## config.mk

```make
export PLATFORM = sky130hd
export DESIGN_NAME = circular_list_positional_engine
export DESIGN_NICKNAME = d
export VERILOG_FILES = /design/src/sv/clpe_pkg.sv /design/src/sv/circular_list_positional_engine.sv
export SDC_FILE = /design/constraint.sdc
export NUM_CORES = 2
export LEC_CHECK = 0
export ABC_AREA = 0
export BUFFER_PORTS_ARGS = -buffer_cell sky130_fd_sc_hd__buf_2
export CORE_AREA = 2 2 407 409
export CTS_CLUSTER_DIAMETER = 40
export DETAILED_ROUTE_END_ITERATION = 10
export DIE_AREA = 0 0 409 411
export PLACE_DENSITY = 0.58
export SETUP_SLACK_MARGIN = 0.02
export SLEW_MARGIN = 20
export SYNTH_ARGS = -nofsm -noshare
export SYNTH_HDL_FRONTEND = slang
export SYNTH_SLANG_ARGS = --single-unit
export TNS_END_PERCENT = 10
```

## constraint.sdc

```tcl
create_clock -name clk_i -period 10 [get_ports clk_i]
set_input_delay 0 -clock clk_i [delete_from_list [all_inputs] [get_ports clk_i]]
set_output_delay 0 -clock clk_i [all_outputs]
set_load 0.03 [all_outputs]
```

## src/sv/clpe_pkg.sv

```systemverilog
// Package for the circular list positional engine: operation and status codes,
// default capacity and field widths. No dependencies.
package clpe_pkg;

  localparam int unsigned DefaultCapacity = 32;
  localparam int unsigned ValueWidth      = 32;
  localparam int unsigned PosWidth        = 6;
  localparam int unsigned CountWidth      = 6;

  typedef enum logic [2:0] {
    KIND_INS_FRONT = 3'd0,
    KIND_INS_BACK  = 3'd1,
    KIND_INS_POS   = 3'd2,
    KIND_DEL_FRONT = 3'd3,
    KIND_DEL_BACK  = 3'd4,
    KIND_DEL_POS   = 3'd5,
    KIND_NOP6      = 3'd6,
    KIND_NOP7      = 3'd7
  } kind_e;

  typedef enum logic [1:0] {
    ST_OK    = 2'd0,
    ST_FULL  = 2'd1,
    ST_UNDER = 2'd2,
    ST_BOUND = 2'd3
  } status_e;

endpackage

```

## src/sv/circular_list_positional_engine.sv

```systemverilog
// Circular list positional engine: one request at a time, each request is
// answered by exactly one result. The list lives in a value memory and a link
// memory, each read through a registered port; free slots sit on a stack held
// in a third memory. Front and back values are kept in registers. A request
// that is refused or has an unused kind goes straight to the result; an insert
// at the front, at the back or into an empty list, and a delete at the front,
// need no walk. A positional insert or delete, or a delete at the back, at a
// position past 1 first walks the link memory from the front, one hop at a
// time. The free stack is filled in a pass after reset, during which no request
// is accepted. The result sits in an output register; the next request is
// accepted once it is taken, at the earliest in the cycle it is taken.
// Depends on clpe_pkg.
module circular_list_positional_engine #(
  parameter int unsigned CAPACITY = clpe_pkg::DefaultCapacity
) (
  input  logic        clk_i,
  input  logic        rst_ni,
  input  logic        s_axis_tvalid,
  output logic        s_axis_tready,
  // tdata: value[31:0], position[37:32], zero fill [39:38]
  input  logic [39:0] s_axis_tdata,
  // tuser: kind[2:0]
  input  logic [2:0]  s_axis_tuser,
  output logic        m_axis_tvalid,
  input  logic        m_axis_tready,
  // tdata: count[5:0], front_value[37:6], back_value[69:38], zero fill [71:70]
  output logic [71:0] m_axis_tdata,
  // tuser: status[1:0]
  output logic [1:0]  m_axis_tuser
);

  localparam int unsigned SW  = (CAPACITY > 1) ? $clog2(CAPACITY) : 1;
  localparam int unsigned CW  = $clog2(CAPACITY + 1);
  localparam int unsigned VW  = clpe_pkg::ValueWidth;
  localparam int unsigned OCW = clpe_pkg::CountWidth;
  // width for position and count compares
  localparam int unsigned RW  =
    ((CW > clpe_pkg::PosWidth) ? CW : clpe_pkg::PosWidth) + 1;

  typedef enum logic [3:0] {
    S_INIT, S_IDLE, S_WALK_RD, S_WALK_WT, S_INS_POP, S_INS_WR,
    S_DEL_RD, S_DEL_WT, S_DEL_LNK, S_DEL_FIX, S_DEL_VAL, S_DONE
  } state_e;

  // memories
  logic [VW-1:0] val_mem [CAPACITY];
  logic [SW-1:0] link_mem [CAPACITY];
  logic [SW-1:0] free_mem [CAPACITY];

  logic          val_we, link_we, free_we;
  logic [SW-1:0] val_wa, link_wa, free_wa, link_ra, free_ra;
  logic [VW-1:0] val_wd;
  logic [SW-1:0] link_wd, free_wd;
  logic [SW-1:0] link_rd_q, free_rd_q;
  logic [SW-1:0] val_ra;
  logic [VW-1:0] val_rd_q;

  always_ff @(posedge clk_i) begin
    if (val_we) val_mem[val_wa] <= val_wd;
    if (link_we) link_mem[link_wa] <= link_wd;
    if (free_we) free_mem[free_wa] <= free_wd;
    link_rd_q <= link_mem[link_ra];
    free_rd_q <= free_mem[free_ra];
    val_rd_q  <= val_mem[val_ra];
  end

  state_e            state_q;
  logic [SW-1:0]     front_q, back_q, cur_q, slot_q, init_q;
  logic [CW-1:0]     cnt_q, free_top_q, hops_q;
  logic [VW-1:0]     front_v_q, back_v_q, value_q;
  logic              ins_q, first_q;
  clpe_pkg::status_e st_q;
  logic              ovalid_q;
  logic [71:0]       odata_q;
  logic [1:0]        ouser_q;

  clpe_pkg::kind_e   kind;
  logic [VW-1:0]     in_val;
  logic [RW-1:0]     in_pos, cnt_x, req_pos;
  logic              is_ins, is_del, req_app;
  clpe_pkg::status_e req_st;
  state_e            req_next;

  assign kind   = clpe_pkg::kind_e'(s_axis_tuser);
  assign in_val = s_axis_tdata[31:0];
  assign in_pos = RW'(s_axis_tdata[37:32]);
  assign cnt_x  = RW'(cnt_q);

  assign s_axis_tready = (state_q == S_IDLE) && !(ovalid_q && !m_axis_tready);
  assign m_axis_tvalid = ovalid_q;
  assign m_axis_tdata  = odata_q;
  assign m_axis_tuser  = ouser_q;

  // request decode: effective position, status and first state
  always_comb begin
    is_ins  = 1'b0;
    is_del  = 1'b0;
    req_pos = in_pos;
    unique case (kind)
      clpe_pkg::KIND_INS_FRONT: begin
        is_ins  = 1'b1;
        req_pos = RW'(1);
      end
      clpe_pkg::KIND_INS_BACK: begin
        is_ins  = 1'b1;
        req_pos = cnt_x + RW'(1);
      end
      clpe_pkg::KIND_INS_POS: is_ins = 1'b1;
      clpe_pkg::KIND_DEL_FRONT: begin
        is_del  = 1'b1;
        req_pos = RW'(1);
      end
      clpe_pkg::KIND_DEL_BACK: begin
        is_del  = 1'b1;
        req_pos = cnt_x;
      end
      clpe_pkg::KIND_DEL_POS: is_del = 1'b1;
      default: ;
    endcase
    // append goes after back directly
    req_app  = is_ins && (cnt_q != '0) && (req_pos == cnt_x + RW'(1));
    req_st   = clpe_pkg::ST_OK;
    req_next = S_DONE;
    if (is_ins) begin
      if (cnt_x >= RW'(CAPACITY)) req_st = clpe_pkg::ST_FULL;
      else if (req_pos == '0 || req_pos > cnt_x + RW'(1)) req_st = clpe_pkg::ST_BOUND;
      else if (req_app || req_pos < RW'(2)) req_next = S_INS_POP;
      else req_next = S_WALK_RD;
    end else if (is_del) begin
      if (cnt_q == '0) req_st = clpe_pkg::ST_UNDER;
      else if (req_pos == '0 || req_pos > cnt_x) req_st = clpe_pkg::ST_BOUND;
      else if (req_pos < RW'(2)) req_next = S_DEL_RD;
      else req_next = S_WALK_RD;
    end
  end

  // memory port control
  always_comb begin
    val_we = 1'b0; val_wa = free_rd_q; val_wd = value_q;
    link_we = 1'b0; link_wa = cur_q; link_wd = slot_q;
    free_we = 1'b0; free_wa = init_q; free_wd = init_q;
    link_ra = cur_q;
    free_ra = SW'(free_top_q - CW'(1));
    val_ra  = first_q ? link_rd_q : cur_q;
    unique case (state_q)
      S_INIT: free_we = 1'b1;
      S_INS_WR: begin
        val_we = 1'b1;
        link_we = 1'b1; link_wa = free_rd_q;
        // new node link
        if (cnt_q == '0) link_wd = free_rd_q;
        else if (first_q) link_wd = front_q;
        else link_wd = link_rd_q;
      end
      S_DEL_LNK: link_ra = slot_q;
      S_DEL_FIX: begin
        // unlink victim, push its slot
        link_we = 1'b1;
        link_wa = first_q ? back_q : cur_q;
        link_wd = link_rd_q;
        free_we = 1'b1; free_wa = SW'(free_top_q); free_wd = slot_q;
      end
      S_DONE: begin
        // predecessor (or back for a front insert) points to the new node
        if (ins_q && cnt_q != CW'(1)) begin
          link_we = 1'b1;
          link_wa = first_q ? back_q : cur_q;
          link_wd = slot_q;
        end
      end
      default: ;
    endcase
  end

  always_ff @(posedge clk_i or negedge rst_ni) begin
    if (!rst_ni) begin
      state_q <= S_INIT; init_q <= '0; front_q <= '0; back_q <= '0;
      cnt_q <= '0; free_top_q <= CW'(CAPACITY); ovalid_q <= 1'b0;
      cur_q <= '0; slot_q <= '0; hops_q <= '0; ins_q <= 1'b0; first_q <= 1'b0;
      st_q <= clpe_pkg::ST_OK; value_q <= '0; front_v_q <= '0; back_v_q <= '0;
      odata_q <= '0; ouser_q <= '0;
    end else begin
      // result register
      if (state_q == S_DONE) ovalid_q <= 1'b1;
      else if (m_axis_tready) ovalid_q <= 1'b0;
      unique case (state_q)
        S_INIT: begin
          init_q <= init_q + SW'(1);
          if (init_q == SW'(CAPACITY - 1)) state_q <= S_IDLE;
        end
        S_IDLE: begin
          if (s_axis_tvalid && s_axis_tready) begin
            value_q <= in_val;
            cur_q   <= req_app ? back_q : front_q;
            st_q    <= req_st;
            ins_q   <= is_ins && (req_st == clpe_pkg::ST_OK);
            first_q <= (req_pos == RW'(1));
            hops_q  <= (req_pos >= RW'(2) && !req_app) ? CW'(req_pos - RW'(2)) : '0;
            state_q <= req_next;
          end
        end
        // walk: one hop per pass through S_WALK_RD and S_WALK_WT
        S_WALK_RD: begin
          if (hops_q == '0) state_q <= ins_q ? S_INS_POP : S_DEL_RD;
          else state_q <= S_WALK_WT;
        end
        S_WALK_WT: begin
          cur_q <= link_rd_q; hops_q <= hops_q - CW'(1); state_q <= S_WALK_RD;
        end
        // free stack read and link read of cur both in flight
        S_INS_POP: state_q <= S_INS_WR;
        S_INS_WR: begin
          slot_q <= free_rd_q;
          free_top_q <= free_top_q - CW'(1);
          if (cnt_q == '0) begin
            front_q <= free_rd_q; back_q <= free_rd_q;
            front_v_q <= value_q; back_v_q <= value_q;
          end else if (first_q) begin
            front_q <= free_rd_q; front_v_q <= value_q;
          end else if (cur_q == back_q) begin
            back_q <= free_rd_q; back_v_q <= value_q;
          end
          cnt_q <= cnt_q + CW'(1);
          state_q <= S_DONE;
        end
        // delete: link_rd gives cur's successor
        S_DEL_RD: state_q <= S_DEL_WT;
        S_DEL_WT: begin
          // victim is the front itself or cur's successor
          slot_q  <= first_q ? cur_q : link_rd_q;
          state_q <= S_DEL_LNK;
        end
        // victim's link read in flight
        S_DEL_LNK: state_q <= S_DEL_FIX;
        S_DEL_FIX: begin
          // link_rd_q holds victim's successor
          free_top_q <= free_top_q + CW'(1);
          cnt_q <= cnt_q - CW'(1);
          if (cnt_q == CW'(1)) begin
            front_q <= '0; back_q <= '0;
          end else if (first_q) begin
            front_q <= link_rd_q;
          end else if (slot_q == back_q) begin
            back_q <= cur_q;
          end
          state_q <= S_DEL_VAL;
        end
        // value of the new front or new back arrives
        S_DEL_VAL: begin
          if (first_q) front_v_q <= val_rd_q;
          else if (back_q == cur_q) back_v_q <= val_rd_q;
          state_q <= S_DONE;
        end
        S_DONE: begin
          ouser_q  <= st_q;
          odata_q  <= {2'b00,
                       (cnt_q == '0) ? VW'(0) : back_v_q,
                       (cnt_q == '0) ? VW'(0) : front_v_q,
                       OCW'(cnt_q)};
          state_q  <= S_IDLE;
        end
        default: state_q <= S_IDLE;
      endcase
    end
  end

endmodule

```

After elaboration in Yosys (flattened, before gate mapping)

Memories as Yosys holds them, arrays and structs flattened. A register that Yosys moved wholly into a read port is not among the register bits.
Cells that the tools add are included.

Magnitude comparators: 5
Mux-type cells: 78
Add/subtract/negate cells: 8
Reductions and logical operators: 39
Equal/unequal tests: 35

Operator list:

| operator            | number |
|---|---|
| $mux 32             | 10 |
| $pmux 32 s2         | 2 |
| $mux 5              | 21 |
| $pmux 5 s2          | 5 |
| $pmux 4 s10         | 1 |
| $pmux 6 s2          | 3 |
| $mux 4              | 8 |
| $pmux 7 s3          | 1 |
| $ne 3x3->1 const B  | 6 |
| $sub 6x1->6 const B | 3 |
| $eq 4x3->1 const B  | 4 |
| $eq 4x4->1 const B  | 4 |
| $eq 5x5->1          | 3 |
| $pmux 5 s3          | 1 |
| $mux 2              | 7 |
| $mux 1              | 13 |
| $add 6x1->6 const B | 2 |
| $logic_not 6->1     | 2 |
| $mux 6              | 2 |
| $reduce_and 5->1    | 2 |
| $reduce_bool 2->1   | 5 |
| $mux 3              | 3 |
| $eq 4x2->1 const B  | 2 |
| $logic_and 1x1->1   | 8 |
| other kinds (31)    | 47 |

Input bits: 47
Word-level logic and storage cells: 186
Bits in registers: 220
Memories kept: 3
Bits in writable memories: 1344

Memory list:

| name     | depth | width | read ports | clocked after Yosys merged registers in | write ports | RTL line                              | source |
|---|---|---|---|---|---|---|---|
| val_mem  | 32    | 32    | 1          | 1                                       | 1           | circular_list_positional_engine.sv:46 | `logic [VW-1:0] val_mem [CAPACITY];` |
| free_mem | 32    | 5     | 1          | 1                                       | 1           | circular_list_positional_engine.sv:48 | `logic [SW-1:0] free_mem [CAPACITY];` |
| link_mem | 32    | 5     | 1          | 1                                       | 1           | circular_list_positional_engine.sv:47 | `logic [SW-1:0] link_mem [CAPACITY];` |

Logic depth before layout (Yosys ltp)

Depth after elaboration: 12
Depth in mapped cells: 13

Least setup slack after synthesis

Ideal clock, no wire load.

Path type: register to register
Start point: reg state_q[1]
End point: mem val_mem[15][0] (netlist bit), enable pin
Data arrival time: 3.080 ns
Clock period less this slack: 3.501 ns
Cell stages (with the launch flop): 7
Slack: 6.499 ns
Library setup time: 0.421 ns
Path buffers: 2
Path through: dfrtp_1 nor2b_1 and2_1 clkbuf_1 buf_1 nand3_1 nor2_1

Cells in the longest elaborated chain, start to end: 4

Ends and longest elaborated chain:

| what                         | RTL line                               | source |
|---|---|---|
| start: declaration           | circular_list_positional_engine.sv:67  | `state_e state_q;` |
| start signal: assignment     | circular_list_positional_engine.sv:199 | `state_q <= req_next;` |
| start signal: assignment     | circular_list_positional_engine.sv:204 | `if (hops_q == '0) state_q <= ins_q ? S_INS_POP : S_DEL_RD;` |
| $eq 4x3->1                   | circular_list_positional_engine.sv:145 | `unique case (state_q)` |
| $mux 1                       | circular_list_positional_engine.sv:145 |  |
| $mux 1                       | circular_list_positional_engine.sv:59  | `if (val_we) val_mem[val_wa] <= val_wd;` |
| $mux 1 (implied by the code) | circular_list_positional_engine.sv:59  |  |
| end: declaration             | circular_list_positional_engine.sv:46  |  |

No other way between the ends.

Final worst setup path

Start point: reg state_q[1]
End point: mem val_mem[8][24] (netlist bit), enable pin

Same word-level chain as after synthesis.

==> impl_table.tex <==
\begin{tabular}{lr}
\hline
Metric & Value \\
\hline
\multicolumn{2}{l}{\textbf{Logic synthesis}} \\
Number of distinct library cell variants in the gate-level netlist after synthesis & 79 \\
Count of warnings emitted by yosys & 0 \\
Simple-gate share of the synthesized area & 0.0506 \\
EDFF count, synth & 1,344 \\
Synth async-reset ratio & 0.136 \\
Portion of netlist area occupied by mux cells & 0.165 \\
Post-synthesis instance area & 63,500 µm² \\
FF+latch count, synth & 1,605 \\
Flip-flop cell with the highest count after synthesis & edfxtp\_1 \\
Cell count after synthesis & 3,411 \\
Adder and majority gate portion of the synthesized area & 0.00473 \\
Sequential cell area fraction in the yosys report & 0.736 \\
Combinational family with the most area after synthesis & multiplexers \\
XOR/XNOR Fraction of Synth Area & 0.00442 \\
Synth Area in Compound Gates & 0.0253 \\
Post-Synthesis Mean Instance Area & 18.6 µm² \\
\multicolumn{2}{l}{\textbf{Setup path}} \\
Crit path from & state\_q[1]\$\_DFFE\_PN0P\_ \\
Maximum net fanout on the critical path & 22 \\
Beginning of the worst register-to-register path & state\_q[1]\$\_DFFE\_PN0P\_ \\
Crit path required time & 10.42 ns \\
Depth of the worst register-to-register path & 5 \\
Startpoint Class & flop \\
Category of the most critical setup path & flop to flop \\
End of the worst register-to-register path & val\_mem[8][24]\$\_DFFE\_PP\_ \\
Flop-to-flop setup slack & 5.64 ns \\
Data arrival at the endpoint of the critical path & 4.78 ns \\
Critical Path Sink Type & flop \\
\multicolumn{2}{l}{\textbf{Timing}} \\
Final setup TNS & 0 ns \\
RSZ-0062 raised after global routing & false \\
Final number of hold-violating endpoints & 0 \\
Upper clock frequency limit & 229 MHz \\
Minimum clock period & 4.36 ns \\
Fin crit share & 0.436 \\
Tightest slew margin relative to the limit & 0.256 \\
Worst setup skew after layout & 0.0286 ns \\
Number of endpoints failing setup at the final stage & 0 \\
Actual slew at the worst max-slew pin & 1.12 ns \\
Final number of max-transition violations & 0 \\
\multicolumn{2}{l}{\textbf{Hold path}} \\
Hold Path Sink & val\_wd[16]\$\_DFFE\_PN0P\_ \\
Min-delay worst type & input pin to flop \\
Cell depth of the worst min-delay path & 4 \\
Hold Crit Start & s\_axis\_tdata[16] \\
\multicolumn{2}{l}{\textbf{Layout}} \\
Layout overhead on the synthesized area & 16.7\% \\
Most frequent cells in the layout & 1,344 x edfxtp\_1, 398 x nand2\_1, 367 x mux4\_2 \\
Fraction of final layout cells with drive strength greater than 1 & 0.266 \\
Fillcell total & 13,900 \\
Leading cell type in the layout, fill and taps excluded & edfxtp\_1 \\
Nets & 3,768 \\
Post-route cell area & 74,100 µm² \\
\multicolumn{2}{l}{\textbf{Clock tree}} \\
CTS sink count & 1,605 \\
Root buffer cell & clkbuf\_16 \\
Number of gates resized after CTS & 0 \\
TritonCTS buffer count & 173 \\
CTS H-tree lvls & 4 \\
Clock latency on the worst-skew pair & 0.79 ns \\
Clk slew on worst S/H paths & 0.06 ns \\
Clock tree from TritonCTS & yes \\
Worst-case clock buffer depth & 3 \\
\multicolumn{2}{l}{\textbf{GRT}} \\
Wire length of the first global-routing pass & 225,000 µm \\
Initial antenna violation count & 2 \\
Largest net degree at the start of global routing & 154 \\
Total grt overflow & 0 \\
GR Util All Layers & 0.181 \\
Vias in the first global route & 33,100 \\
\multicolumn{2}{l}{\textbf{Placement}} \\
Instance area after placement & 67,000 µm² \\
Post-DP HPWL & 79,700 µm \\
Port Buf Inserts & 118 \\
Final weighted congestion in routability-driven placement & 0.792 \\
\multicolumn{2}{l}{\textbf{Power}} \\
IR Drop Worst-Case VDD & 295 µV \\
P\_leak & 0.0258 µW \\
Power per Cell Area & 300 nW/µm² \\
\multicolumn{2}{l}{\textbf{Drt}} \\
Antenna-violating nets left & 0 \\
Vias after detailed routing & 32,200 \\
Wire length reported by the detailed router & 152,000 µm \\
Post-DR wirelength/cell & 25.1 µm \\
TritonRoute pass-1 iters & 5 \\
Via density & 5.34 \\
Initial DRC count & 2,927 \\
Drc violations & 0 \\
\multicolumn{2}{l}{\textbf{Die}} \\
Initial cell density of the core & 0.387 \\
Count of boundary I/O pins & 123 \\
Core ar. & 164,000 µm² \\
Full die area & 168,000 µm² \\
Die extent in x & 409 µm \\
Row Count & 149 \\
Overall die height & 411 µm \\
\multicolumn{2}{l}{\textbf{Run status}} \\
Status & complete, no violations \\
\multicolumn{2}{l}{\textbf{Job}} \\
Max\_cap viols & 0 \\
\hline
\end{tabular}
## per-layer routing
metal	up-vias	routed length, µm	track usage
met2	819	77300	0.312
li1	14100	-	-
met3	202	7350	0.0290
met4	0	2980	0.0459
met5	-	0	0
met1	17100	64000	0.241
## cells in the mapped netlist, drive strengths merged (10+ instances only)
| cell type | count | area [µm²] |
|---|---|---|
| a21oi | 65 | 325 |
| a22o | 10 | 87.6 |
| a22oi | 51 | 383 |
| buf | 76 | 385 |
| clkbuf | 109 | 409 |
| dfrtp | 219 | 5480 |
| dfxtp | 42 | 841 |
| edfxtp | 1344 | 40400 |
| ha | 24 | 300 |
| inv | 29 | 109 |
| mux2 | 97 | 1090 |
| mux2i | 104 | 1040 |
| mux4 | 370 | 8340 |
| nand2 | 403 | 1510 |
| nand3 | 75 | 375 |
| nand3b | 10 | 75.1 |
| nor2 | 137 | 514 |
| nor2b | 12 | 75.1 |
| nor4 | 10 | 83.8 |
| o21ai | 47 | 235 |
| xnor2 | 23 | 201 |
## per-stage QoR
step | setup WS, ns | power (µW) | instances | hold WS (ns) | utilization
floorplan | 6.50 | 13600 | 3412 | -0.296 | -
global placement | 5.55 | 15600 | 5617 | -0.00897 | 0.409
detailed placement | 5.55 | 15700 | 5617 | -0.00819 | 0.409
CTS | 5.52 | 22400 | 6034 | 0.00744 | 0.452
global route | 5.52 | 23200 | 6035 | 0.0432 | 0.452
finish | 5.64 | 22200 | 6037 | 0.0634 | 0.452
## power breakdown
| group | total [µW] | internal [µW] | switching [µW] |
|---|---|---|---|
| Combinational | 6310 | 2850 | 3470 |
| Clock | 6680 | 4030 | 2650 |
| Sequential | 9230 | 8460 | 771 |
## timing repair
item                                   CTS  global route
endpoints found under the hold margin  151             0
buffers inserted                         0             0
hold buffers                            94             0
## how the worst max path moves through the flow
| stage | slack, ns | endpoint | depth (start not counted) |
|---|---|---|---|
| 2_1_floorplan | 6.50 | val_mem[15][0]$_DFFE_PP_ | 6 |
| 3_3_place_gp | 5.55 | val_mem[8][9]$_DFFE_PP_ | 5 |
| 3_5_place_dp | 5.55 | val_mem[8][9]$_DFFE_PP_ | 5 |
| 4_1_cts | 5.52 | val_mem[8][21]$_DFFE_PP_ | 5 |
| 5_1_grt | 5.52 | val_mem[8][21]$_DFFE_PP_ | 5 |
| 6_report | 5.64 | val_mem[8][24]$_DFFE_PP_ | 5 |
## state kept, by name (all words and copies together) (netlist names), 6 cells and up
| signal | count |
|---|---|
| back_v_q | 32 |
| cnt_q | 6 |
| free_mem | 160 |
| front_v_q | 32 |
| hops_q | 6 |
| link_mem | 160 |
| m_axis_tdata | 70 |
| val_mem | 1024 |
| val_rd_q | 32 |
| val_wd | 32 |
## worst max-delay path, stage by stage, from the launching register on
cell     delay, ns
dfrtp_1       0.62
nor2b_1       0.52
nand2_1       0.65
or3_1         0.88
nor2_4        0.71
buf_4         0.55
## kinds of logic (layout without fill, tap and decap cells)
kind of cell | after synthesis | in the layout
AO/OA/AOI/OAI | 240 | 240
XOR/XNOR | 32 | 32
adder cells (fa/ha/maj) | 24 | 24
buffers and inverters | 214 | 647
flip-flops | 1605 | 1605
multiplexers | 571 | 571
other | 1 | 5
AND/OR/NAND/NOR | 724 | 724
## area by class of cell
class	instances	area, µm²	area share
Sequential cell	1605	46700	0.630
Multi-Input combinational cell	1593	16300	0.220
Clock buffer	218	4770	0.0644
Tap cell	2189	2740	0.0370
Timing Repair Buffer	295	2220	0.0300
Clock inverter	105	1270	0.0172
Inverter	29	109	0.00147
Antenna cell	3	7.51	0.000101
Note: power is estimated with default switching activity, not from simulation.
